$ cat src/rtl/core/cpsld_pkg.sv
// Shared codes, widths and types for the curve point store with loop-back detection.
`default_nettype none

package cpsld_pkg;

	localparam int REQ_W      = 2;
	localparam int STATUS_W   = 3;
	localparam int IDX_W      = 10;
	localparam int CNT_W      = 11;
	localparam int GAP_W      = 11;
	localparam int THR_W      = 50;
	localparam int CFG_ADDR_W = 2;
	localparam int CFG_DATA_W = 50;

	localparam logic [REQ_W-1:0] REQ_ADD     = 2'd0;
	localparam logic [REQ_W-1:0] REQ_REVERSE = 2'd1;
	localparam logic [REQ_W-1:0] REQ_READ    = 2'd2;

	localparam logic [STATUS_W-1:0] STS_APPENDED = 3'd0;
	localparam logic [STATUS_W-1:0] STS_LOOPED   = 3'd1;
	localparam logic [STATUS_W-1:0] STS_FULL     = 3'd2;
	localparam logic [STATUS_W-1:0] STS_REVERSED = 3'd3;
	localparam logic [STATUS_W-1:0] STS_READ_OK  = 3'd4;
	localparam logic [STATUS_W-1:0] STS_READ_OOR = 3'd5;

	localparam logic [CFG_ADDR_W-1:0] REG_LOOP_ENABLE   = 2'd0;
	localparam logic [CFG_ADDR_W-1:0] REG_MIN_INDEX_GAP = 2'd1;
	localparam logic [CFG_ADDR_W-1:0] REG_LOOP_DIST_SQ  = 2'd2;

	typedef struct packed {
		logic valid;
		logic hit;
	} dist_res_t;

endpackage

`default_nettype wire

$ cat src/rtl/core/cpsld_dist.sv
// Pipelined squared-distance compare unit, one stored point per cycle.
`default_nettype none

module cpsld_dist import cpsld_pkg::*; #(
	parameter int COORD_BITS = 24
) (
	input  wire logic                         clk,
	input  wire logic                         arst_n,
	input  wire logic                         flush,
	input  wire logic                         in_valid,
	input  wire logic signed [COORD_BITS-1:0] pt_x,
	input  wire logic signed [COORD_BITS-1:0] pt_y,
	input  wire logic signed [COORD_BITS-1:0] pt_z,
	input  wire logic signed [COORD_BITS-1:0] q_x,
	input  wire logic signed [COORD_BITS-1:0] q_y,
	input  wire logic signed [COORD_BITS-1:0] q_z,
	input  wire logic        [THR_W-1:0]      thr,
	output dist_res_t                         res,
	output logic signed      [COORD_BITS-1:0] hit_x,
	output logic signed      [COORD_BITS-1:0] hit_y,
	output logic signed      [COORD_BITS-1:0] hit_z
);

	localparam int SQ_W  = 2 * COORD_BITS;
	localparam int SUM_W = SQ_W + 2;
	localparam int CMP_W = (SUM_W > THR_W) ? SUM_W : THR_W;

	function automatic logic [COORD_BITS-1:0] abs_diff(
		input logic signed [COORD_BITS-1:0] a,
		input logic signed [COORD_BITS-1:0] b
	);
		logic signed [COORD_BITS:0] d;
		logic        [COORD_BITS:0] m;
		d = {a[COORD_BITS-1], a} - {b[COORD_BITS-1], b};
		m = d[COORD_BITS] ? (~d + 1'b1) : d;
		return m[COORD_BITS-1:0];
	endfunction

	logic                         v_s1, v_s2, v_s3;
	logic        [COORD_BITS-1:0] ax_s1, ay_s1, az_s1;
	logic signed [COORD_BITS-1:0] px_s1, py_s1, pz_s1;
	logic        [SQ_W-1:0]       sx_s2, sy_s2, sz_s2;
	logic signed [COORD_BITS-1:0] px_s2, py_s2, pz_s2;
	logic                         hit_s3;
	logic signed [COORD_BITS-1:0] px_s3, py_s3, pz_s3;
	logic        [SUM_W-1:0]      sum;

	assign sum = SUM_W'(sx_s2) + SUM_W'(sy_s2) + SUM_W'(sz_s2);

	always_ff @(posedge clk or negedge arst_n) begin
		if (!arst_n) begin
			v_s1 <= 1'b0;
			v_s2 <= 1'b0;
			v_s3 <= 1'b0;
		end else begin
			v_s1 <= in_valid & ~flush;
			v_s2 <= v_s1 & ~flush;
			v_s3 <= v_s2 & ~flush;
		end
	end

	always_ff @(posedge clk) begin
		ax_s1  <= abs_diff(pt_x, q_x);
		ay_s1  <= abs_diff(pt_y, q_y);
		az_s1  <= abs_diff(pt_z, q_z);
		px_s1  <= pt_x;
		py_s1  <= pt_y;
		pz_s1  <= pt_z;
		sx_s2  <= SQ_W'(ax_s1) * SQ_W'(ax_s1);
		sy_s2  <= SQ_W'(ay_s1) * SQ_W'(ay_s1);
		sz_s2  <= SQ_W'(az_s1) * SQ_W'(az_s1);
		px_s2  <= px_s1;
		py_s2  <= py_s1;
		pz_s2  <= pz_s1;
		hit_s3 <= CMP_W'(sum) < CMP_W'(thr);
		px_s3  <= px_s2;
		py_s3  <= py_s2;
		pz_s3  <= pz_s2;
	end

	assign res.valid = v_s3;
	assign res.hit   = hit_s3;
	assign hit_x     = px_s3;
	assign hit_y     = py_s3;
	assign hit_z     = pz_s3;

endmodule

`default_nettype wire

$ cat config.mk
export PLATFORM = sky130hd
export DESIGN_NAME = cpsld_dist
export DESIGN_NICKNAME = d
export VERILOG_FILES = /design/src/rtl/core/cpsld_pkg.sv /design/src/rtl/core/cpsld_dist.sv
export SDC_FILE = /design/constraint.sdc
export NUM_CORES = 2
export LEC_CHECK = 0
export ABC_AREA = 1
export BUFFER_PORTS_ARGS = -buffer_cell sky130_fd_sc_hd__buf_2
export CAP_MARGIN = 30
export CORE_ASPECT_RATIO = 0.9
export CORE_MARGIN = 2
export CORE_UTILIZATION = 35
export DETAILED_ROUTE_END_ITERATION = 8
export GPL_ROUTABILITY_DRIVEN = 0
export GPL_TIMING_DRIVEN = 0
export SLEW_MARGIN = 0
export SYNTH_ARGS = -nofsm -noshare
export SYNTH_HDL_FRONTEND = slang
export SYNTH_SLANG_ARGS = --single-unit
$ cat constraint.sdc
create_clock -name clk -period 6.72 [get_ports clk]
set_clock_uncertainty 0.15 [all_clocks]
set_input_delay 2.016 -clock clk [delete_from_list [all_inputs] [get_ports clk]]
set_output_delay 2.016 -clock clk [all_outputs]
set_load 0.02 [all_outputs]
After elaboration in Yosys (flattened, before gate mapping)

Cells that the tools add are included.
W data, S select, Z words.

Logic and storage cells: 41
Output and inout bits: 74
Input bits: 198
Flip-flop bits (word level): 436

$add $sub $neg: 8
Multipliers: 3
Bitwise gates (word level): 7
Mux-type cells: 3
$lt $le $gt $ge: 1

Operator list:

| kind                    | number |
|---|---|
| $mul A24 B24 Y48        | 3 |
| $sub A24 B24 Y25        | 3 |
| $add A24 B1 Y24 const B | 3 |
| $mux W24                | 3 |
| $not A24 Y24            | 3 |
| $add A49 B48 Y50        | 1 |
| $lt A50 B50 Y1          | 1 |
| $add A48 B48 Y49        | 1 |
| $and A1 B1 Y1           | 3 |
| $not A1 Y1              | 1 |

Longest topological paths before layout

Depth after elaboration: 4
Gate-level depth with buffers: 31
Gate-level depth less buffers: 30

Worst setup path after synthesis

No wires, ideal clock.

Path type: reg2reg
From: register ay_s1[2]
To: register sy_s2[25]
Buffers on the path: 1
Cell stages (with the launch flop): 27
Data arrival time: 5,991 ps
Setup time: 127 ps
Clock period less this slack: 6,268 ps
Required time: 6,443 ps
Slack: 452 ps
Path through: dfxtp_1 -> clkbuf_1 -> nand2_1 -> fa_1 -> inv_1 -> fa_1 -> inv_1 -> fa_1 -> inv_1 -> fa_1 -> inv_1 -> fa_1 -> inv_1 -> fa_1 -> inv_1 -> fa_1 -> inv_1 -> ha_1 -> nand2_1 -> inv_1 -> a21oi_1 -> nor2_1 -> nor2_1 -> nand2_1 -> a21oi_1 -> o21ai_0 -> xor2_1

Longest elaborated chain between the ends: 1

Ends and longest elaborated chain:

| item                   | RTL line         | source |
|---|---|---|
| from (decl)            | cpsld_dist.sv:40 | `logic [COORD_BITS-1:0] ax_s1, ay_s1, az_s1;` |
| from (signal assigned) | cpsld_dist.sv:64 | `ay_s1 <= abs_diff(pt_y, q_y);` |
| $mul A24 B24 Y48       | cpsld_dist.sv:70 | `sy_s2 <= SQ_W'(ay_s1) * SQ_W'(ay_s1);` |
| to (signal assigned)   | cpsld_dist.sv:70 |  |
| to (decl)              | cpsld_dist.sv:42 | `logic [SQ_W-1:0] sx_s2, sy_s2, sz_s2;` |

No other way between the ends.

Worst setup path in the final report

From: register az_s1[3]
To: register sz_s2[25]

Longest elaborated chain between the ends: 1

Ends and longest elaborated chain:

| item                   | RTL line         | source |
|---|---|---|
| from (decl)            | cpsld_dist.sv:40 |  |
| from (signal assigned) | cpsld_dist.sv:65 | `az_s1 <= abs_diff(pt_z, q_z);` |
| $mul A24 B24 Y48       | cpsld_dist.sv:71 | `sz_s2 <= SQ_W'(az_s1) * SQ_W'(az_s1);` |
| to (signal assigned)   | cpsld_dist.sv:71 |  |
| to (decl)              | cpsld_dist.sv:42 |  |

No other way between the ends.

==> reports/qor_table.md <==
| Step | Item | Reported |
|---|---|---|
| setup path | Worst Setup Start Kind | flop |
| synthesis | Dominant combinational cell family by area after synthesis | adder cells |
| layout | Synth-to-Final Area Change | 12.95% |
| setup path | Max incr delay on CP | 0.57 ns |
| clock network | Largest buffer count on any clock path | 3 |
| clock network | Total clock buffers created by CTS | 52 |
| synthesis | Post-synth design cell area | 72110 sq um |
| synthesis | Seq/Total Area, Yosys | 12.04% |
| synthesis | Share of async-settable or async-resettable flops after synthesis | 0.6928% |
| floorplanning | Boundary pin count | 272 |
| synthesis | Syn avg cell area | 7.906 sq um |
| timing | Final Hold Violating Endpoints | 0 |
| detailed routing | Total wirelength of the detailed-routed design | 209800 um |
| global routing | Grt met3 use | 3.643% |
| global routing | Wire length of the first global-routing pass | 330400 um |
| detailed routing | Post-route antenna net violation count | 0 |
| clock network | CTS Root Buffer Type | sky130_fd_sc_hd__clkbuf_16 |
| clock network | Quantity of hold-fixing buffers added after cts | 0 |
| setup path | Cell Chain, Critical Path | buf_4, nand2_1, inv_1, fa_1, fa_1, inv_1, fa_1, fa_1, fa_1, inv_1, fa_1, inv_1, fa_1, inv_1, ha_2, nand2_1, nor2_1, a21oi_1, o21ai_0, xor2_1 |
| detailed routing | Routed wire length per instance | 17.10 um |
| global routing | Maximum number of pins on one net before global-route repair | 16 |
| synthesis | Multiplexer share of the synthesized area | 0% |
| floorplanning | Die extent in y | 434.6 um |
| job | Maxcap violations | 0 |
| floorplanning | Core region area | 205400 sq um |
| timing | Portion of the clock cycle consumed by the worst path in the final layout | 98.38% |
| timing | Relative slew slack | 49.40% |
| clock network | CTS clk-pin slew, worst paths | 0.08 ns |
| layout | Layout filler cell count | 20820 |
| setup path | Data arrival time at the worst-slack endpoint | 6.96 ns |
| setup path | Category of the most critical setup path | reg2reg |
| synthesis | Most common flop cell mapped by yosys | sky130_fd_sc_hd__dfxtp_1 |
| synthesis | Fraction of synthesized cell area taken by the top area cell type | 36.64% |
| timing | Transition time of the tightest slew-check pin | 0.7521 ns |
| synthesis | Simple-gate portion of the synthesized area | 16.27% |
| place | I/O Buffers | 271 |
| clock network | Clk sinks | 433 |
| synthesis | Main area contributors after synthesis | sky130_fd_sc_hd__fa_1 37%, sky130_fd_sc_hd__inv_1 14%, sky130_fd_sc_hd__ha_1 12% |
| setup path | WP data required | 7.07 ns |
| synthesis | Post-synth cell types | 55 |
| global routing | M1 GR Usage | 27.85% |
| timing | Hold_ws | 0.1530 ns |
| global routing | Total global-route track usage | 20.21% |
| layout | Area used by sequential logic in the layout | 8929 sq um |
| timing | Final Max Tran Viols | 0 |
| run status | Run status | complete, no violations |
| synthesis | Number of enable-type register cells in the synthesized netlist | 0 |
| layout | Area used by multi-input combinational logic | 53220 sq um |
| layout | Count of antenna diodes in the layout | 0 |
| layout | Commonest non-fill, non-tap cell in the layout | sky130_fd_sc_hd__inv_1 |
| layout | Finished layout cell area | 81450 sq um |
| global routing | Total gr overflow | 0 |
| clock network | TritonCTS clock tree | yes |
| clock network | Clock insertion delay at the later pin of the skew report | 0.68 ns |
| floorplanning | FP Rows | 158 |
| synthesis | Area leader, netlist | sky130_fd_sc_hd__fa_1 |
| detailed routing | Iter 0 DRT Violations | 4247 |
| global routing | Busiest layer in global routing | met2 |
| floorplanning | Width of the chip | 482.5 um |
| synthesis | Cell count after synthesis | 9122 |
| synthesis | Compound-Gate Fraction of Synth Area | 4.690% |
| timing | Setup violation total in the final timing report | 0 |
| timing | Unrepaired setup endpoints after global routing | yes |
| synthesis | Warnings from Yosys | 0 |
| setup path | Critical Path Slowest Stage Cell | sky130_fd_sc_hd__fa_1 |
| floorplanning | Initial Utilization | 35.11% |
| synthesis | XOR/XNOR Fraction of Synth Area | 2.976% |
| timing | Final critical delay including setup and external delays | 6.611 ns |
| setup path | Nature of the critical path endpoint | flop |
| detailed routing | Remaining DRCs | 0 |
| hold path | Hold crit path type | reg2reg |
| clock network | Number of H-tree levels | 2 |
| timing | Fmax | 0.1513 GHz |
| floorplanning | Die Footprint | 209700 sq um |
| place | Placed wire-length estimate | 180800 um |
| layout | Commonest non-fill, non-tap cells in the layout | 2756 x sky130_fd_sc_hd__inv_1, 1961 x sky130_fd_sc_hd__nand2_1, 1318 x sky130_fd_sc_hd__fa_1 |
| synthesis | Flip-flop and latch count after synthesis | 433 |
| detailed routing | First-pass detailed-route iteration total | 6 |
| global routing | Grt met2 use | 31.77% |
| layout | Count of nets after finishing | 11720 |
| synthesis | Adder and majority gate portion of the synthesized area | 48.68% |
| global routing | Number of global-route vias before repair | 60250 |
| setup path | Most frequent cell on the critical path | sky130_fd_sc_hd__fa_1 |
| layout | Ratio of cells with drive above 1 in the final layout | 9.272% |
| setup path | CP Max Fanout | 10 |
| detailed routing | Total vias in the final route | 57780 |
| global routing | Antenna violations before repair | 7 |
| place | Instance area after placement | 76880 sq um |
| detailed routing | Avg Vias per Cell | 4.711 |
## per-layer routing
layer | vias up | share of wire [%]
met5 | - | 0.0057
met4 | 2 | 4.1
met3 | 347 | 8.6
met2 | 2127 | 44
met1 | 28030 | 43
li1 | 27280 | -
## synth_stat cells (15+ instances only)
master                     count
sky130_fd_sc_hd__inv_1      2759
sky130_fd_sc_hd__nand2_1    1989
sky130_fd_sc_hd__fa_1       1320
sky130_fd_sc_hd__ha_1        694
sky130_fd_sc_hd__nor2_1      434
sky130_fd_sc_hd__dfxtp_1     430
sky130_fd_sc_hd__nand3_1     286
sky130_fd_sc_hd__a21oi_1     283
sky130_fd_sc_hd__xor2_1      170
sky130_fd_sc_hd__clkbuf_1    148
sky130_fd_sc_hd__o21ai_0     134
sky130_fd_sc_hd__xnor2_1      75
sky130_fd_sc_hd__a21o_1       43
sky130_fd_sc_hd__nand4_1      41
sky130_fd_sc_hd__a31oi_1      40
sky130_fd_sc_hd__nor3_1       40
sky130_fd_sc_hd__nand2_2      31
sky130_fd_sc_hd__o21bai_1     29
sky130_fd_sc_hd__nor4_1       22
sky130_fd_sc_hd__nand3b_1     15
sky130_fd_sc_hd__nor2_2       15
## final timing paths
check                                  to      start  depth (start not counted)  slack [ns]
worst min-delay path            hit_x[23]  px_s2[23]                          0        0.15
worst max-delay path            sz_s2[25]   az_s1[3]                         20        0.11
max in group asynchronous            v_s1     arst_n                          1        5.35
worst max register to register  sz_s2[25]   az_s1[3]                         20        0.11
worst min register to register  hit_x[23]  px_s2[23]                          0        0.15
min in group asynchronous            v_s2     arst_n                          1        0.97
## flip-flops by register name, indices dropped and copies added (netlist names), 24 cells and up
name	count
sx_s2	47
ay_s1	24
py_s2	24
ax_s1	24
sz_s2	47
px_s1	24
az_s1	24
hit_x	24
px_s2	24
pz_s2	24
pz_s1	24
py_s1	24
sy_s2	47
hit_y	24
hit_z	24
## critical path, delay by kind of cell, from the launching register on
kind	cells	cell delay, ns
simple gates	3	0.43
compound gates	2	0.52
fa+ha+maj	8	3.84
xor+xnor	1	0.44
flops	1	0.47
buf+inv	6	0.61
## timing repair
item                                   CTS  global route
setup endpoints to repair              100            81
endpoints found under the hold margin    0             0
setup buffers                            3            56
gates resized for setup                502           363
pin swaps                                3            24
## layout make-up
class,instances,area share [%]
clock inverters,30,0.4639
well taps,2720,4.178
repair buffers,331,2.215
plain buffers,156,2.332
multi-input cells,5760,65.34
inverters,2772,12.77
flip-flops and latches,433,10.96
clock buffers,63,1.734
## cell families after synthesis
group | count (synthesis)
xor+xnor | 245
flops | 433
compound gates | 597
simple gates | 2901
buf+inv | 2930
fa+ha+maj | 2014
other cells | 2
## metrics by stage
step / TNS (ns) / setup slack (ns) / utilization, % / std cells
after floorplan: 0 / 0.4524 / - / 9123
after CTS: -0.04186 / -0.02456 / 38.98 / 12210
after global placement: -64.59 / -1.162 / 37.43 / 12110
after global routing: -0.1663 / -0.03561 / 39.66 / 12270
final: 0 / 0.1091 / 39.66 / 12270
after detailed placement: -68.64 / -1.173 / 37.43 / 12120
Power is left out: the tool's default activity adds up to more than one toggle a clock period on the data nets, which glitch-free logic cannot reach.
